==> src/hw/rtl/vlcb_pkg.sv <==
// shared types and constants for the vector length clamp pipeline
`default_nettype none

package vlcb_pkg;

  localparam int unsigned COORD_BITS = 24;
  localparam int unsigned ITERATIONS = 10;
  localparam int unsigned LIMIT_BITS = COORD_BITS - 1;
  localparam int unsigned SQ_BITS    = 2 * COORD_BITS;
  // one stage for the limit square, then a square stage and a select stage per step
  localparam int unsigned LATENCY    = 2 * ITERATIONS + 1;

  typedef logic signed [COORD_BITS-1:0] coord_t;
  typedef logic        [SQ_BITS-1:0]    sq_t;

  typedef struct packed {
    coord_t                x_in;
    coord_t                y_in;
    logic [LIMIT_BITS-1:0] max_length;
  } vlcb_req_t;

  typedef struct packed {
    coord_t x_out;
    coord_t y_out;
  } vlcb_rsp_t;

  // bisection state carried down the pipeline
  typedef struct packed {
    coord_t px;
    coord_t py;
    coord_t lo_x;
    coord_t lo_y;
    coord_t hi_x;
    coord_t hi_y;
    sq_t    lim_sq;
  } vlcb_pt_t;

  typedef struct packed {
    vlcb_pt_t pt;
    sq_t      sq_x;
    sq_t      sq_y;
  } vlcb_sq_t;

endpackage

`default_nettype wire

==> src/hw/rtl/vlcb_square.sv <==
// squares the components of the current bisection point
`default_nettype none

module vlcb_square (
  input  logic               clk_i,
  input  logic               rst_ni,
  input  logic               valid_i,
  input  vlcb_pkg::vlcb_pt_t pt_i,
  output logic               valid_o,
  output vlcb_pkg::vlcb_sq_t sq_o
);
  import vlcb_pkg::*;

  logic              valid_q;
  vlcb_sq_t          sq_q;
  vlcb_sq_t          sq_d;
  logic signed [SQ_BITS-1:0] prod_x;
  logic signed [SQ_BITS-1:0] prod_y;

  always_comb begin
    prod_x     = SQ_BITS'(pt_i.px) * SQ_BITS'(pt_i.px);
    prod_y     = SQ_BITS'(pt_i.py) * SQ_BITS'(pt_i.py);
    sq_d.pt    = pt_i;
    sq_d.sq_x  = sq_t'(prod_x);
    sq_d.sq_y  = sq_t'(prod_y);
  end

  always_ff @(posedge clk_i or negedge rst_ni) begin
    if (!rst_ni) begin
      valid_q <= 1'b0;
    end else begin
      valid_q <= valid_i;
    end
  end

  always_ff @(posedge clk_i) begin
    sq_q <= sq_d;
  end

  assign valid_o = valid_q;
  assign sq_o    = sq_q;

endmodule

`default_nettype wire

==> config.mk <==
export PLATFORM = sky130hd
export DESIGN_NAME = vlcb_square
export DESIGN_NICKNAME = d
export VERILOG_FILES = /design/src/hw/rtl/vlcb_pkg.sv /design/src/hw/rtl/vlcb_square.sv
export SDC_FILE = /design/constraint.sdc
export NUM_CORES = 2
export LEC_CHECK = 0
export ABC_CLOCK_PERIOD_IN_PS = 800
export BUFFER_PORTS_ARGS = -buffer_cell sky130_fd_sc_hd__buf_2
export CAP_MARGIN = 40
export CORE_ASPECT_RATIO = 1.25
export CORE_MARGIN = 2
export CORE_UTILIZATION = 30
export CTS_CLUSTER_SIZE = 28
export DETAILED_ROUTE_END_ITERATION = 10
export SYNTH_ARGS = -nofsm -noshare
export SYNTH_HDL_FRONTEND = slang
export SYNTH_SLANG_ARGS = --single-unit
==> constraint.sdc <==
create_clock -name clk_i -period 0.8 [get_ports clk_i]
set_clock_uncertainty 0.2 [all_clocks]
set_input_delay 0.04 -clock clk_i [delete_from_list [all_inputs] [get_ports clk_i]]
set_output_delay 0.04 -clock clk_i [all_outputs]
set_load 0.01 [all_outputs]
==> results.yml <==
place:
  port_buffers: 481
  routabilityCongestion: 0.9024
  hpwl_mm: 110.9
  dpl-instance-area_mm2: 0.05508
worst_setup_path:
  cp_slowest_cell: "fa_2"
  crit_required_ns: 1.11
  critPathLaunchType: "primary input"
  critPathTopFamily: "adder cells"
  crit_top_cell: "fa_1"
  crit_buf_inv: 8
  cp-end-kind: "flip-flop"
  cp_max_fo: 6
  max_stage_delay_ns: 0.57
  critical_path_class: "in2reg"
  cp.arrival_ns: 6.63
die:
  dieArea_mm2: 0.1485
  chipWidth_um: 345.0
  boundaryPins: 484
  fp.dieH_um: 430.3
  initial_utilization: 0.3020
  row_count: 156
  core_area_mm2: 0.1444
drt:
  detail_route.wl_per_cell_um: 17.52
  antenna_left: 0
  dr_wl_met2_mm: 73.87
  drt_pass1_iterations: 6
  routed_wl_mm: 134.2
  wl_met3_mm: 5.436
  dr_total_vias: 33220
  wl_met1_mm: 48.51
  vias_per_cell: 4.338
  first_iter_violations: 1102
  drc: 0
  topRoutingLayerUsed: "met5"
sta:
  fmax_mhz: 158.2
  worst_slew_pin_slew_ns: 0.4891
  finalSetupViolCount: 384
  max-slew-margin-rel: 0.6655
  fin_crit_ns: 6.321
  whs_ns: -0.2109
  tns_ns: -534.64
  slew_violations: 0
  setup_slack_ns: -5.521
  rsz0062_at_grt: "yes"
  finalHoldViolations: 151
  min_period_over_period: 7.901
clock_network:
  cts_tree: "yes"
  clock_path_buffers: 3
  cts_buffers: 38
  cts_hold_buf: 195
  root_buffer: "clkbuf_16"
  cts.sinks: 285
  htreeDepth: 2
  clk_pin_slew_ns: 0.06
synthesis:
  synthDistinctLibCells: 68
  synth_area_leaders: "fa_1, dfxtp_1, inv_1"
  ys_async_sr_fraction: 0.003509
  synth-seq-area-share: 0.1309
  post-synth-top-count-cell: "inv_1"
  yosys_warnings: 0
  synth_cells: 4283
  synth-main-ff-cell: "dfxtp_1"
  synthTopCellsByCount: "inv_1, fa_1, nand2_1, ha_1, dfxtp_1"
  synth.cell_area_mm2: 0.04361
  synth-seq-cells: 285
  synth_top_area_share: 0.5104
  synth_top_area_cell: "fa_1"
  postSynthAreaPerCell_um2: 10.18
  synth_edf_count: 0
min_path:
  hold_class: "in2reg"
layout:
  final_cell_area_mm2: 0.06218
  drive_above_1_share: 0.3433
  syn2layout_area_growth_pct: 42.57
  fillers: 13590
  seq_area_mm2: 0.005776
  fin_nets: 7330
  multi_input_area_mm2: 0.03527
grt:
  grt_pass1_wl_mm: 211.7
  grt_max_degree: 25
  track_usage: 0.1855
  grt.overflow.total: 0
  grt_antenna_before_repair: 5
  grt_pass1_vias: 38470
flow_run:
  cap_violations: 0
outcome:
  status: "complete, but fails checks"
  violations: "negative hold slack, negative setup slack"
[through the flow]
stage | instances | util | worst slack [ns]
after floorplan | 4284 | - | -5.659
after global placement | 7277 | 0.3813 | -6.279
after detailed placement | 7277 | 0.3813 | -6.278
after CTS | 7597 | 0.4186 | -5.433
after global routing | 7658 | 0.4305 | -5.687
final | 7659 | 0.4305 | -5.521
[routing by layer]
metal | GRT usage | up-vias
met5 | 0 | -
met4 | 0.07399 | 2
met3 | 0.02576 | 275
met2 | 0.3589 | 763
met1 | 0.2017 | 17010
li1 | - | 15170
[flip-flops by register name, summed over array words and instances, names as in the netlist]
name     count
valid_o      1
sq_o       284
[layout make-up]
cell class	count	share of cell area
diodes	2	0.00008049
flip-flops and latches	285	0.09288
well taps	1896	0.03815
inverters	1321	0.08019
repair buffers	1526	0.2000
clock inverters	22	0.004829
multi-input cells	2561	0.5672
clock buffers	46	0.01674
[logic make-up after synthesis]
| group | count (synthesis) | synth area share |
|---|---|---|
| flip-flops | 285 | 0.1309 |
| other | 1 | 0.00008598 |
| AO/OA/AOI/OAI | 251 | 0.03942 |
| multiplexers | 6 | 0.001434 |
| AND/OR/NAND/NOR | 778 | 0.08589 |
| XOR/XNOR | 122 | 0.02450 |
| buffers and inverters | 1438 | 0.1241 |
| adder cells (fa/ha/maj) | 1402 | 0.5936 |
[layout by cell type (no fill, tap or decap), types with 38 or more instances in the layout]
cell type / Yosys / final
nor2b_1: 41 / 38
nand2_2: 0 / 44
fa_2: 0 / 63
buf_2: 1 / 412
ha_4: 0 / 73
clkbuf_16: 0 / 42
and2_1: 201 / 134
fa_1: 1112 / 1049
inv_1: 1321 / 1222
inv_2: 0 / 92
ha_1: 290 / 209
xnor2_1: 87 / 70
a21o_1: 45 / 44
dfxtp_1: 284 / 260
nand2_1: 383 / 310
nor2_1: 68 / 56
dlygate4sd3_1: 0 / 194
buf_6: 0 / 131
and2_4: 0 / 66
buf_12: 0 / 55
buf_4: 4 / 701
[final timing paths]
path	startpoint	end	slack, ns	cells after the start
worst max-delay path	pt_i[173]	sq_o[94]$_DFF_P_	-5.52	26
worst min-delay path	pt_i[169]	sq_o[265]$_DFF_P_	-0.21	5
max in group asynchronous	rst_ni	valid_o$_DFF_PN0_	0.13	3
min in group asynchronous	rst_ni	valid_o$_DFF_PN0_	0.14	3
[repair_timing]
action / in CTS / in global routing
endpoints found under the setup margin: 375 / 385
pin swaps: 174 / 187
hold endpoints to repair: 199 / 153
gates cloned: 4 / 4
buffers inserted: 61 / 73
gates resized for setup: 404 / 323
Power is not shown: default switching activity piles up to over one toggle a cycle in this logic, so the estimate is an artifact.
