**src/hw/rtl/vlcb_pkg.sv**
```systemverilog
// shared types and constants for the vector length clamp pipeline
`default_nettype none

package vlcb_pkg;

  localparam int unsigned COORD_BITS = 24;
  localparam int unsigned ITERATIONS = 10;
  localparam int unsigned LIMIT_BITS = COORD_BITS - 1;
  localparam int unsigned SQ_BITS    = 2 * COORD_BITS;
  // one stage for the limit square, then a square stage and a select stage per step
  localparam int unsigned LATENCY    = 2 * ITERATIONS + 1;

  typedef logic signed [COORD_BITS-1:0] coord_t;
  typedef logic        [SQ_BITS-1:0]    sq_t;

  typedef struct packed {
    coord_t                x_in;
    coord_t                y_in;
    logic [LIMIT_BITS-1:0] max_length;
  } vlcb_req_t;

  typedef struct packed {
    coord_t x_out;
    coord_t y_out;
  } vlcb_rsp_t;

  // bisection state carried down the pipeline
  typedef struct packed {
    coord_t px;
    coord_t py;
    coord_t lo_x;
    coord_t lo_y;
    coord_t hi_x;
    coord_t hi_y;
    sq_t    lim_sq;
  } vlcb_pt_t;

  typedef struct packed {
    vlcb_pt_t pt;
    sq_t      sq_x;
    sq_t      sq_y;
  } vlcb_sq_t;

endpackage

`default_nettype wire

```
**src/hw/rtl/vlcb_select.sv**
```systemverilog
// compares the squared length with the limit, moves one end and takes the midpoint
`default_nettype none

module vlcb_select (
  input  logic               clk_i,
  input  logic               rst_ni,
  input  logic               valid_i,
  input  vlcb_pkg::vlcb_sq_t sq_i,
  output logic               valid_o,
  output vlcb_pkg::vlcb_pt_t pt_o
);
  import vlcb_pkg::*;

  logic                     valid_q;
  vlcb_pt_t                 pt_q;
  vlcb_pt_t                 pt_d;
  sq_t                      len_sq;
  logic                     longer;
  logic signed [COORD_BITS:0] sum_x;
  logic signed [COORD_BITS:0] sum_y;

  always_comb begin
    // squares are at most 2^(SQ_BITS-2), so the sum cannot overflow
    len_sq = sq_i.sq_x + sq_i.sq_y;
    longer = len_sq > sq_i.pt.lim_sq;
    pt_d   = sq_i.pt;
    if (longer) begin
      pt_d.hi_x = sq_i.pt.px;
      pt_d.hi_y = sq_i.pt.py;
    end else begin
      pt_d.lo_x = sq_i.pt.px;
      pt_d.lo_y = sq_i.pt.py;
    end
    sum_x = {pt_d.hi_x[COORD_BITS-1], pt_d.hi_x} + {pt_d.lo_x[COORD_BITS-1], pt_d.lo_x};
    sum_y = {pt_d.hi_y[COORD_BITS-1], pt_d.hi_y} + {pt_d.lo_y[COORD_BITS-1], pt_d.lo_y};
    // floor of half the sum
    pt_d.px = sum_x[COORD_BITS:1];
    pt_d.py = sum_y[COORD_BITS:1];
  end

  always_ff @(posedge clk_i or negedge rst_ni) begin
    if (!rst_ni) begin
      valid_q <= 1'b0;
    end else begin
      valid_q <= valid_i;
    end
  end

  always_ff @(posedge clk_i) begin
    pt_q <= pt_d;
  end

  assign valid_o = valid_q;
  assign pt_o    = pt_q;

`ifndef ASSERT_OFF
  a_mid_x_between: assert property (@(posedge clk_i) disable iff (!rst_ni)
    valid_q |-> ((pt_q.lo_x <= pt_q.px && pt_q.px <= pt_q.hi_x) ||
                 (pt_q.hi_x <= pt_q.px && pt_q.px <= pt_q.lo_x)))
    else $error("midpoint x outside bisection interval");
  a_mid_y_between: assert property (@(posedge clk_i) disable iff (!rst_ni)
    valid_q |-> ((pt_q.lo_y <= pt_q.py && pt_q.py <= pt_q.hi_y) ||
                 (pt_q.hi_y <= pt_q.py && pt_q.py <= pt_q.lo_y)))
    else $error("midpoint y outside bisection interval");
`endif

endmodule

`default_nettype wire

```
**config.mk**
```make
export PLATFORM = sky130hd
export DESIGN_NAME = vlcb_select
export DESIGN_NICKNAME = d
export VERILOG_FILES = /design/src/hw/rtl/vlcb_pkg.sv /design/src/hw/rtl/vlcb_select.sv
export SDC_FILE = /design/constraint.sdc
export NUM_CORES = 1
export LEC_CHECK = 0
export ABC_AREA = 1
export BUFFER_PORTS_ARGS = -buffer_cell sky130_fd_sc_hd__buf_2
export CAP_MARGIN = 20
export CORE_AREA = 2 2 201 203
export CTS_CLUSTER_SIZE = 12
export DETAILED_ROUTE_END_ITERATION = 7
export DIE_AREA = 0 0 203 205
export PLACE_DENSITY = 0.55
export SLEW_MARGIN = 15
export SYNTH_ARGS = -nofsm -noshare
export SYNTH_HDL_FRONTEND = slang
export SYNTH_SLANG_ARGS = --single-unit
export TNS_END_PERCENT = 50
```
**constraint.sdc**
```tcl
create_clock -name clk_i -period 0.8 [get_ports clk_i]
set_input_delay 0.12 -clock clk_i [delete_from_list [all_inputs] [get_ports clk_i]]
set_output_delay 0.12 -clock clk_i [all_outputs]
set_load 0.01 [all_outputs]
```
==> impl_results.md, run 1 <==
* Status: complete, but fails checks
* Failing checks: negative hold slack, negative setup slack
* Post-route ant nets at 0
* Hold-fix buffers, CTS at 51
* Period minus WS final at 5.09 ns
* Final hold slack at -0.102 ns
* Cell variety after synth at 40
* Actual slew at the worst max-slew pin at 0.371 ns
* Clock-pin slew on the worst setup and hold paths at 0.08 ns
* Share of the synthesized area in the top cell type at 32.8%
* Cell Area, Synth at 11700 µm²
* Avg Inst Size Synth at 7.72 µm²
* Sequential fraction of the synthesis area at 33.0%
* Critical path type: primary input to flop
* Worst setup SP type: primary input
* Post-DR vias/cell at 4.57
* Synth top area cells: dfxtp_1, ha_1, nand2_1
* Fill count at 3515
* Post-layout util at 57.3%
* Synthesized instance count at 1519
* Crit. End Element: flop
* Placement Rows at 73
* Final period util at 636%
* FMAX at 197 MHz
* DR WL/cell at 16.1 µm
* Port Buffers at 483
* Post-DP Area at 18600 µm²
* Initial Util at 29.8%
* DP HPWL at 39200 µm
* LEAKAGE at 11.2 nW
* Total global routing overflow at 0
* DRC viols at 0
* Initial antenna violation count at 3
* Die height at 205 µm
* CTS tree: yes
* Sink Count at 193
* Placer Congestion at 0.910
* DP Cell Count at 2890
* Crit-path slowest cell: mux2_4
* Yosys reg bits at 193
* Max-slew violations at 0
* Layout cell share with drive strength beyond 1 at 55.7%
* First-pass GRT wire length at 72800 µm
* Required time worst endpoint at 1.20 ns
* CTS H-Tree Depth at 4
* Crit path top cell by count: nand2_1
* Finished Layout Cells at 3054
* Final setup viols at 337
* Core footprint at 39400 µm²
* Via count at 13944
* IO Pins at 484
* Final WL at 49300 µm
* Synth area leader: dfxtp_1
* Hold Path Class: primary input to flop
* Max cap viols at 0
* Post-Route Setup TNS at -505.83 ns
* Hold_sp: sq_i[175]
* Max-slew headroom at 75.1%
* Clk root buf: clkbuf_16
* Total power at 61.7 mW
* Final Cell Area at 22500 µm²
* CP peak stage delay at 0.33 ns
* Hold Path Sink: pt_o[79]
* YS warnings at 0
* Clock Path Buffers at 2
* Setup ws final at -4.29 ns
* Final hold violation count at 75
* Cts bufs inserted at 17
* Pre-CTS setup slack at -5.30 ns
* Maximum fanout along the worst path at 6
* Worst EP arrival at 5.48 ns
* Chip width at 203 µm
* Router iterations before antenna repair at 6
* Vias in the first global route at 14237
* Unrepaired setup endpoints after global routing: true
* Maximum vdd drop at 1.61 mV
* Total GRT Usage at 22.5%
* Layout area overhead at 92.2%
* Pwr dens at 2740 nW/µm²
* DRT iter0 DRCs at 472
* NumNets Final at 2951
* Die area at 41600 µm²
* Diodes inserted at 0
* Mapped Nets at 1954
* WHS Path Cells at 3
* Largest net degree at the start of global routing at 19
==> layout by cell type (no fill, tap or decap), types with 21 or more instances in the layout <==
| cell type | Yosys | layout |
|---|---|---|
| buf_2 | 11 | 475 |
| buf_4 | 0 | 364 |
| nand2_1 | 282 | 219 |
| inv_1 | 217 | 195 |
| dfxtp_1 | 192 | 192 |
| nor2_1 | 141 | 99 |
| buf_6 | 1 | 81 |
| ha_1 | 141 | 79 |
| a21oi_1 | 142 | 69 |
| ha_4 | 0 | 62 |
| dlygate4sd3_1 | 0 | 51 |
| xor2_1 | 53 | 49 |
| a21oi_2 | 0 | 47 |
| nand2_2 | 9 | 46 |
| mux2_4 | 0 | 42 |
| nand3_1 | 45 | 30 |
| nand2_4 | 3 | 27 |
| a21oi_4 | 0 | 26 |
| inv_2 | 3 | 24 |
| nor2_2 | 0 | 23 |
| xnor2_1 | 26 | 23 |
| a31oi_1 | 39 | 22 |
| o21ai_0 | 70 | 21 |
==> registers in the layout, indices dropped and copies added, names as in the netlist <==
| register | count |
|---|---|
| valid_o | 1 |
| pt_o | 192 |
==> timing repair <==
item,in CTS,in global routing
pin swaps,97,125
hold endpoints to repair,134,82
endpoints found under the setup margin,337,337
gates cloned,4,1
resized for setup,307,205
buffers inserted,53,41
==> per-layer routing <==
metal	GRT usage [%]	vias up	part of all wire [%]	wire length, µm
li1	-	7023	-	-
met1	25.3	6464	41	20100
met2	42.3	369	52	25600
met3	3.77	82	4.0	1960
met4	8.55	6	3.2	1570
met5	0	-	0.087	43
==> how the worst max path moves through the flow <==
stage | startpoint | to | slack [ns]
after floorplan | sq_i[62] | pt_o[191] | -3.76
after global placement | sq_i[16] | pt_o[191] | -5.36
after detailed placement | sq_i[16] | pt_o[191] | -5.30
after CTS | sq_i[64] | pt_o[159] | -4.17
after global routing | sq_i[54] | pt_o[159] | -4.51
final | sq_i[52] | pt_o[157] | -4.29
==> area by class of cell <==
class / instances / area, µm² / area share, %
clock buffers: 19 / 443 / 1.96
clock inverters: 13 / 143 / 0.633
inverters: 220 / 828 / 3.67
multi-input cells: 1092 / 9660 / 42.9
flip-flops and latches: 193 / 3870 / 17.2
well taps: 525 / 657 / 2.91
repair buffers: 992 / 6940 / 30.8
==> report_power, final <==
group,leakage [nW],switching [mW],internal [mW],total [mW]
clock,0.292,4.31,4.51,8.82
sequential,1.63,0.807,12.3,13.1
combinational,9.31,19.8,20.0,39.8
==> cells by family after synthesis <==
kind of cell,count (synthesis),synth area share (%)
flops,193,33.0
mux,58,5.57
xor+xnor,79,5.90
fa+ha+maj,144,15.6
buf+inv,234,7.67
compound gates,303,14.6
simple gates,508,17.7
==> synth_stat cells (all sizes together) <==
library cell,n
a211oi,2
buf,12
nor4,5
a21oi,142
fa,3
a21o,4
inv,220
dfrtp,1
dfxtp,192
xor2,53
nor3,12
o221ai,4
nand3,47
nand3b,1
o21ai,73
clkbuf,2
o31ai,3
a311oi,1
o21bai,6
and3,2
mux2,58
nor2,141
o211ai,5
nand4,6
o21a,19
nand2,294
ha,141
a21boi,3
xnor2,26
a31o,2
a31oi,39
==> critical path: cells and delay by family <==
kind	cells	cell delay [ns]
AO/OA/AOI/OAI	9	1.30
AND/OR/NAND/NOR	15	1.80
multiplexers	1	0.33
adder cells (fa/ha/maj)	3	0.88
buffers and inverters	5	0.72
XOR/XNOR	2	0.30
No activity file was read; power rests on OpenSTA's default activity.
==> inputs of run 2 (changes only) <==
--- a/config.mk
+++ b/config.mk
@@ -5,14 +5,15 @@
 export SDC_FILE = /design/constraint.sdc
 export NUM_CORES = 1
 export LEC_CHECK = 0
-export ABC_AREA = 1
 export BUFFER_PORTS_ARGS = -buffer_cell sky130_fd_sc_hd__buf_2
 export CAP_MARGIN = 20
-export CORE_AREA = 2 2 201 203
+export CORE_AREA = 2 2 195 197
+export CTS_CLUSTER_DIAMETER = 100
 export CTS_CLUSTER_SIZE = 12
 export DETAILED_ROUTE_END_ITERATION = 7
-export DIE_AREA = 0 0 203 205
+export DIE_AREA = 0 0 197 199
 export PLACE_DENSITY = 0.55
+export SETUP_SLACK_MARGIN = 0.05
 export SLEW_MARGIN = 15
 export SYNTH_ARGS = -nofsm -noshare
 export SYNTH_HDL_FRONTEND = slang
==> impl_results.md, run 2 <==
* Worst EP arrival at 6.81 ns (was 5.48 ns)
* Pwr dens at 2910 nW/µm² (was 2740 nW/µm²)
* Layout area overhead at 83.8% (was 92.2%)
* Port Buffers at 483 (unchanged)
* Share of the synthesized area in the top cell type at 34.9% (was 32.8%)
* Router iterations before antenna repair at 5 (was 6)
* Sw frac at 36.3% (was 40.3%)
* Post-DR vias/cell at 4.65 (was 4.57)
* Setup ws final at -5.61 ns (was -4.29 ns)
* Avg Inst Size Synth at 9.77 µm² (was 7.72 µm²)
* Largest net degree at the start of global routing at 18 (was 19)
* Pint at 37.5 mW (was 36.9 mW)
* Final WL at 43700 µm (was 49300 µm)
* LEAKAGE at 10.3 nW (was 11.2 nW)
* Sink Count at 193 (unchanged)
* Top-count cell post-synth: dfxtp_1 (was nand2_1)
* Cell variety after synth at 78 (was 40)
* Die height at 199 µm (was 205 µm)
* Hold Path Class: primary input to flop (unchanged)
* Clock Path Buffers at 2 (unchanged)
* Worst setup SP type: primary input (unchanged)
* Initial antenna violation count at 12 (was 3)
* Final period util at 802% (was 636%)
* DP HPWL at 35400 µm (was 39200 µm)
* Mapped Nets at 1561 (was 1954)
* Maximum fanout along the worst path at 7 (was 6)
* Synth async-reset ratio at 0.518% (unchanged)
* Via count at 11854 (was 13944)
* FMAX at 156 MHz (was 197 MHz)
* Max-slew headroom at 71.8% (was 75.1%)
* Die area at 39200 µm² (was 41600 µm²)
* Yosys reg bits at 193 (unchanged)
* Post-Route Setup TNS at -657.58 ns (was -505.83 ns)
* Required time worst endpoint at 1.20 ns (about the same)
* Final hold slack at -0.104 ns (was -0.102 ns)
* First-pass GRT wire length at 64900 µm (was 72800 µm)
* Failing checks: negative hold slack, negative setup slack (unchanged)
* IO Pins at 484 (unchanged)
* Synth top area cells: dfxtp_1, ha_1, mux2_2 (was dfxtp_1, ha_1, nand2_1)
* Clock Power Share at 15.1% (was 14.3%)
* Sequential fraction of the synthesis area at 35.2% (was 33.0%)
* Total global routing overflow at 0 (unchanged)
* Crit path top cell by count: a21o_1 (was nand2_1)
* Primary FF master, synth: dfxtp_1 (unchanged)
* Pre-CTS setup slack at -6.46 ns (was -5.30 ns)
* Synthesized instance count at 1126 (was 1519)
* Sequential Power Share at 22.8% (was 21.3%)
* Post-route ant nets at 0 (unchanged)
* CTS H-Tree Depth at 4 (unchanged)
* Placement Rows at 71 (was 73)
* Core footprint at 37100 µm² (was 39400 µm²)
* Commonest cells after routing, fill and taps aside: buf_2, buf_4, dfxtp_1 (was buf_2, buf_4, nand2_1)
* Critical path type: primary input to flop (unchanged)
* DR WL/cell at 17.1 µm (was 16.1 µm)
* Initial Util at 29.6% (was 29.8%)
* Clock-pin slew on the worst setup and hold paths at 0.07 ns (was 0.08 ns)
* DRT iter0 DRCs at 386 (was 472)
* Vias in the first global route at 12327 (was 14237)
* Maximum vdd drop at 1.62 mV (was 1.61 mV)
* Layout cell share with drive strength beyond 1 at 58.4% (was 55.7%)
* YS warnings at 0 (unchanged)
* Clk root buf: clkbuf_16 (unchanged)
* Max-slew violations at 0 (unchanged)
* Synth area leader: dfxtp_1 (unchanged)
* CTS tree: yes (unchanged)
* Hold-fix buffers, CTS at 51 (unchanged)
* Placer Congestion at 0.906 (was 0.910)
* P_sw at 21.4 mW (was 24.9 mW)
* Cell Area, Synth at 11000 µm² (was 11700 µm²)
* DRC viols at 0 (unchanged)
* CP peak stage delay at 0.40 ns (was 0.33 ns)
* Final setup viols at 337 (unchanged)
* Crit-path slowest cell: o41ai_4 (was mux2_4)
* Unrepaired setup endpoints after global routing: true (unchanged)
* Leading cell type in the layout, fill and taps excluded: buf_2 (unchanged)
* NumNets Final at 2490 (was 2951)
* Combinational Power Share at 62.1% (was 64.5%)
* Period minus WS final at 6.41 ns (was 5.09 ns)
* Total GRT Usage at 21.7% (was 22.5%)
* Final hold violation count at 78 (was 75)
* Chip width at 197 µm (was 203 µm)
* Actual slew at the worst max-slew pin at 0.418 ns (was 0.371 ns)
* Crit. End Element: flop (unchanged)
* Most common library cells after synthesis: dfxtp_1, ha_1, mux2_2, a21oi_1, inv_1 (was nand2_1, inv_1, dfxtp_1, a21oi_1)
* Number of flip-flops in the largest register at 192 (unchanged)
* Cts bufs inserted at 17 (unchanged)
* Status: complete, but fails checks (unchanged)
* Post-synth EDFFs at 0 (unchanged)
* Max cap viols at 0 (unchanged)
## run 2: cell types whose count changed in the layout (fill, tap and decap cells not counted), moves of 43 or more
cell	previous run	this run
a21o_1	3	51
inv_1	195	68
mux2_4	42	91
nand2_1	219	51
nand2_2	46	3
nor2_1	99	41
## run 2: worst max-delay path: cells and delay by family
family | cells | cell delay (ns)
adder cells (fa/ha/maj) | 3 | 0.73
buffers and inverters | 4 | 0.50
AO/OA/AOI/OAI | 15 | 3.34
AND/OR/NAND/NOR | 8 | 1.52
multiplexers | 1 | 0.31
XOR/XNOR | 2 | 0.26
## run 2: metal layers
layer	global-route usage (%)	wire (µm)	share of wire [%]
met3	5.63	2610	6.0
met2	40.9	23100	53
met4	7.80	1070	2.4
met5	0	69	0.16
met1	23.3	16800	39
## run 2: what timing repair did
item	CTS	global route
endpoints found under the hold margin	141	86
gates cloned	2	0
endpoints found under the setup margin	337	337
resized for setup	231	167
pin swaps	52	95
setup buffers	54	42
## run 2: power groups by stage
| stage | clock network (mW) | logic [mW] | registers, mW |
|---|---|---|---|
| after global placement | 0 | 28.3 | 13.5 |
| after CTS | 9.12 | 34.0 | 13.3 |
| after global routing | 9.46 | 39.5 | 13.7 |
| after detailed placement | 0 | 28.6 | 13.5 |
| after floorplan | 0 | 14.8 | 14.8 |
| final | 8.89 | 36.6 | 13.4 |
## run 2: layout make-up
cell class | count | area [µm²]
fillers | 3363 | 16900
multi-input cells | 838 | 8280
repair buffers | 929 | 6560
clock inverters | 12 | 143
well taps | 474 | 593
diodes | 5 | 12.5
inverters | 76 | 285
flip-flops and latches | 193 | 3910
clock buffers | 20 | 447
## run 2: logic make-up after synthesis
kind of cell / synth area share (%)
AOI/OAI and AO/OA: 17.1
and+or+nand+nor: 11.2
DFF: 35.2
adders and majority gates: 16.6
muxes: 10.1
buffers and inverters: 3.31
xor gates and xnor gates: 6.61
## run 2: path summary, 6_finish.rpt
check	startpoint	end	depth (start not counted)
max	sq_i[7]	pt_o[163]	33
max in group asynchronous	rst_ni	valid_o	3
min	sq_i[163]	pt_o[67]	2
min in group asynchronous	rst_ni	valid_o	3
## run 2: per-stage QoR
step / util [%] / area (µm²) / power (mW) / std cells
detailed placement: 45.1 / 16800 / 42.1 / 2378
global placement: 45.1 / 16800 / 41.8 / 2378
floorplan: - / 11500 / 29.6 / 1126
global route: 54.5 / 20200 / 62.6 / 2547
finish: 54.5 / 20200 / 58.9 / 2547
CTS: 52.2 / 19400 / 56.4 / 2514
==> inputs of run 3 (changes only) <==
--- a/config.mk
+++ b/config.mk
@@ -12,6 +12,8 @@
 export CTS_CLUSTER_SIZE = 12
 export DETAILED_ROUTE_END_ITERATION = 7
 export DIE_AREA = 0 0 197 199
+export GPL_TIMING_DRIVEN = 0
+export HOLD_SLACK_MARGIN = 0.02
 export PLACE_DENSITY = 0.55
 export SETUP_SLACK_MARGIN = 0.05
 export SLEW_MARGIN = 15
==> impl_results.md, run 3 (synthesis results as in run 2) <==
* Initial antenna violation count at 11 (was 12)
* Final setup viols at 337 (unchanged)
* Sink Count at 193 (unchanged)
* Unrepaired setup endpoints after global routing: true (unchanged)
* IO Pins at 484 (unchanged)
* Max-slew violations at 0 (unchanged)
* WHS Path Cells at 2 (unchanged)
* Number of flip-flops in the largest register at 192 (unchanged)
* DP Cell Count at 2083 (was 2378)
* Initial Util at 29.6% (unchanged)
* Fill count at 3483 (was 3363)
* Placer Congestion at 0.909 (was 0.906)
* Router iterations before antenna repair at 6 (was 5)
* FMAX at 150 MHz (was 156 MHz)
* Failing checks: negative hold slack, negative setup slack (unchanged)
* Hold_sp: sq_i[159] (was sq_i[163])
* NumNets Final at 2225 (was 2490)
* Port Buffers at 483 (unchanged)
* Actual slew at the worst max-slew pin at 0.483 ns (was 0.418 ns)
* Crit. End Element: flop (unchanged)
* Layout area overhead at 64.0% (was 83.8%)
* Final period util at 832% (was 802%)
* Worst EP arrival at 7.06 ns (was 6.81 ns)
* CTS H-Tree Depth at 4 (unchanged)
* Total GRT Usage at 20.5% (was 21.7%)
* Core footprint at 37100 µm² (unchanged)
* DRC viols at 0 (unchanged)
* Hold-fix buffers, CTS at 51 (unchanged)
* Total global routing overflow at 0 (unchanged)
* First-pass GRT wire length at 60600 µm (was 64900 µm)
* Finished Layout Cells at 2284 (was 2547)
* Die area at 39200 µm² (unchanged)
* Clock-pin slew on the worst setup and hold paths at 0.08 ns (was 0.07 ns)
* LEAKAGE at 8.92 nW (was 10.3 nW)
* Via count at 10947 (was 11854)
* Die height at 199 µm (unchanged)
* Post-route ant nets at 0 (unchanged)
* Placement Rows at 71 (unchanged)
* DR WL/cell at 18.4 µm (was 17.1 µm)
* Worst setup SP type: primary input (unchanged)
* Setup ws final at -5.86 ns (was -5.61 ns)
* Final hold slack at -0.106 ns (was -0.104 ns)
* Hold Path Sink: pt_o[63] (was pt_o[67])
* Chip width at 197 µm (unchanged)
* Cts bufs inserted at 17 (unchanged)
* CP peak stage delay at 0.34 ns (was 0.40 ns)
* DP HPWL at 33600 µm (was 35400 µm)
* Largest net degree at the start of global routing at 20 (was 18)
* Status: complete, but fails checks (unchanged)
* Max-slew headroom at 67.5% (was 71.8%)
* Layout cell share with drive strength beyond 1 at 51.4% (was 58.4%)
* DRT iter0 DRCs at 294 (was 386)
* Final WL at 42100 µm (was 43700 µm)
* Total power at 55.0 mW (was 58.9 mW)
* Hold Path Class: primary input to flop (unchanged)
* Leading cell type in the layout, fill and taps excluded: buf_2 (unchanged)
* Critical path type: primary input to flop (unchanged)
* Crit-path slowest cell: a32o_2 (was o41ai_4)
* Pwr dens at 3050 nW/µm² (was 2910 nW/µm²)
* Clk root buf: clkbuf_16 (unchanged)
* Final hold violation count at 94 (was 78)
* Clock Path Buffers at 2 (unchanged)
* Max cap viols at 0 (unchanged)
* Period minus WS final at 6.66 ns (was 6.41 ns)
* Commonest cells after routing, fill and taps aside: buf_2, dfxtp_1, ha_1 (was buf_2, buf_4, dfxtp_1)
* Maximum vdd drop at 1.83 mV (was 1.62 mV)
* Maximum fanout along the worst path at 5 (was 7)
* Required time worst endpoint at 1.20 ns (about the same)
* Vias in the first global route at 10960 (was 12327)
* CTS tree: yes (unchanged)
* Post-DR vias/cell at 4.79 (was 4.65)
run 3: worst max path at each step:
stage / from / to / cells past startpoint
after floorplan: sq_i[0] / pt_o[163] / 35
after global placement: sq_i[7] / pt_o[167] / 33
after detailed placement: sq_i[7] / pt_o[167] / 33
after CTS: sq_i[49] / pt_o[163] / 35
after global routing: sq_i[57] / pt_o[189] / 39
final: sq_i[57] / pt_o[163] / 37
run 3: stage by stage:
step                util (%)  hold WS [ns]  TNS [ns]  area [µm²]  worst slack (ns)
finish                  48.6        -0.106   -672.13       18000             -5.86
global route            48.6        -0.130   -706.12       18000             -6.12
CTS                     45.2        -0.139   -690.26       16800             -6.05
detailed placement      39.0        -0.104   -811.93       14500             -7.49
global placement        39.0        -0.106   -803.76       14500             -7.47
floorplan                  -        -0.176   -580.32       11500             -5.59
run 3: critical path: cells and delay by family:
family / cells / cell delay [ns]
muxes: 1 / 0.31
xor gates and xnor gates: 2 / 0.26
and+or+nand+nor: 9 / 1.39
adders and majority gates: 3 / 0.78
AOI/OAI and AO/OA: 16 / 3.46
buffers and inverters: 6 / 0.72
run 3: metal layers:
metal / vias up / wire [µm] / track usage (%)
met5: - / 27 / 0
met4: 4 / 763 / 6.88
met3: 49 / 2220 / 5.04
met2: 358 / 22300 / 39.0
met1: 5144 / 16800 / 22.2
li1: 5392 / - / -
run 3: final cells by class:
type	count	area, µm²	share of cell area (%)
Inverter	76	288	1.60
Sequential cell	193	3890	21.5
Timing Repair Buffer	652	4260	23.6
Clock buffer	17	425	2.36
Buffer	12	178	0.985
Multi-Input combinational cell	838	8250	45.7
Antenna cell	7	17.5	0.0971
Tap cell	474	593	3.29
Clock inverter	15	145	0.804
run 3: timing repair:
action	CTS	global route
hold endpoints to repair	146	96
gates cloned	0	0
resized for setup	156	173
buffers inserted	56	63
setup endpoints to repair	337	337
pin swaps	75	99
run 3: report_power, final:
group          internal, mW  total [mW]  switching, mW
clock network          4.12        8.55           4.43
registers              12.5        13.4          0.871
logic                  17.1        33.1           15.9
total                  33.8        55.0           21.2
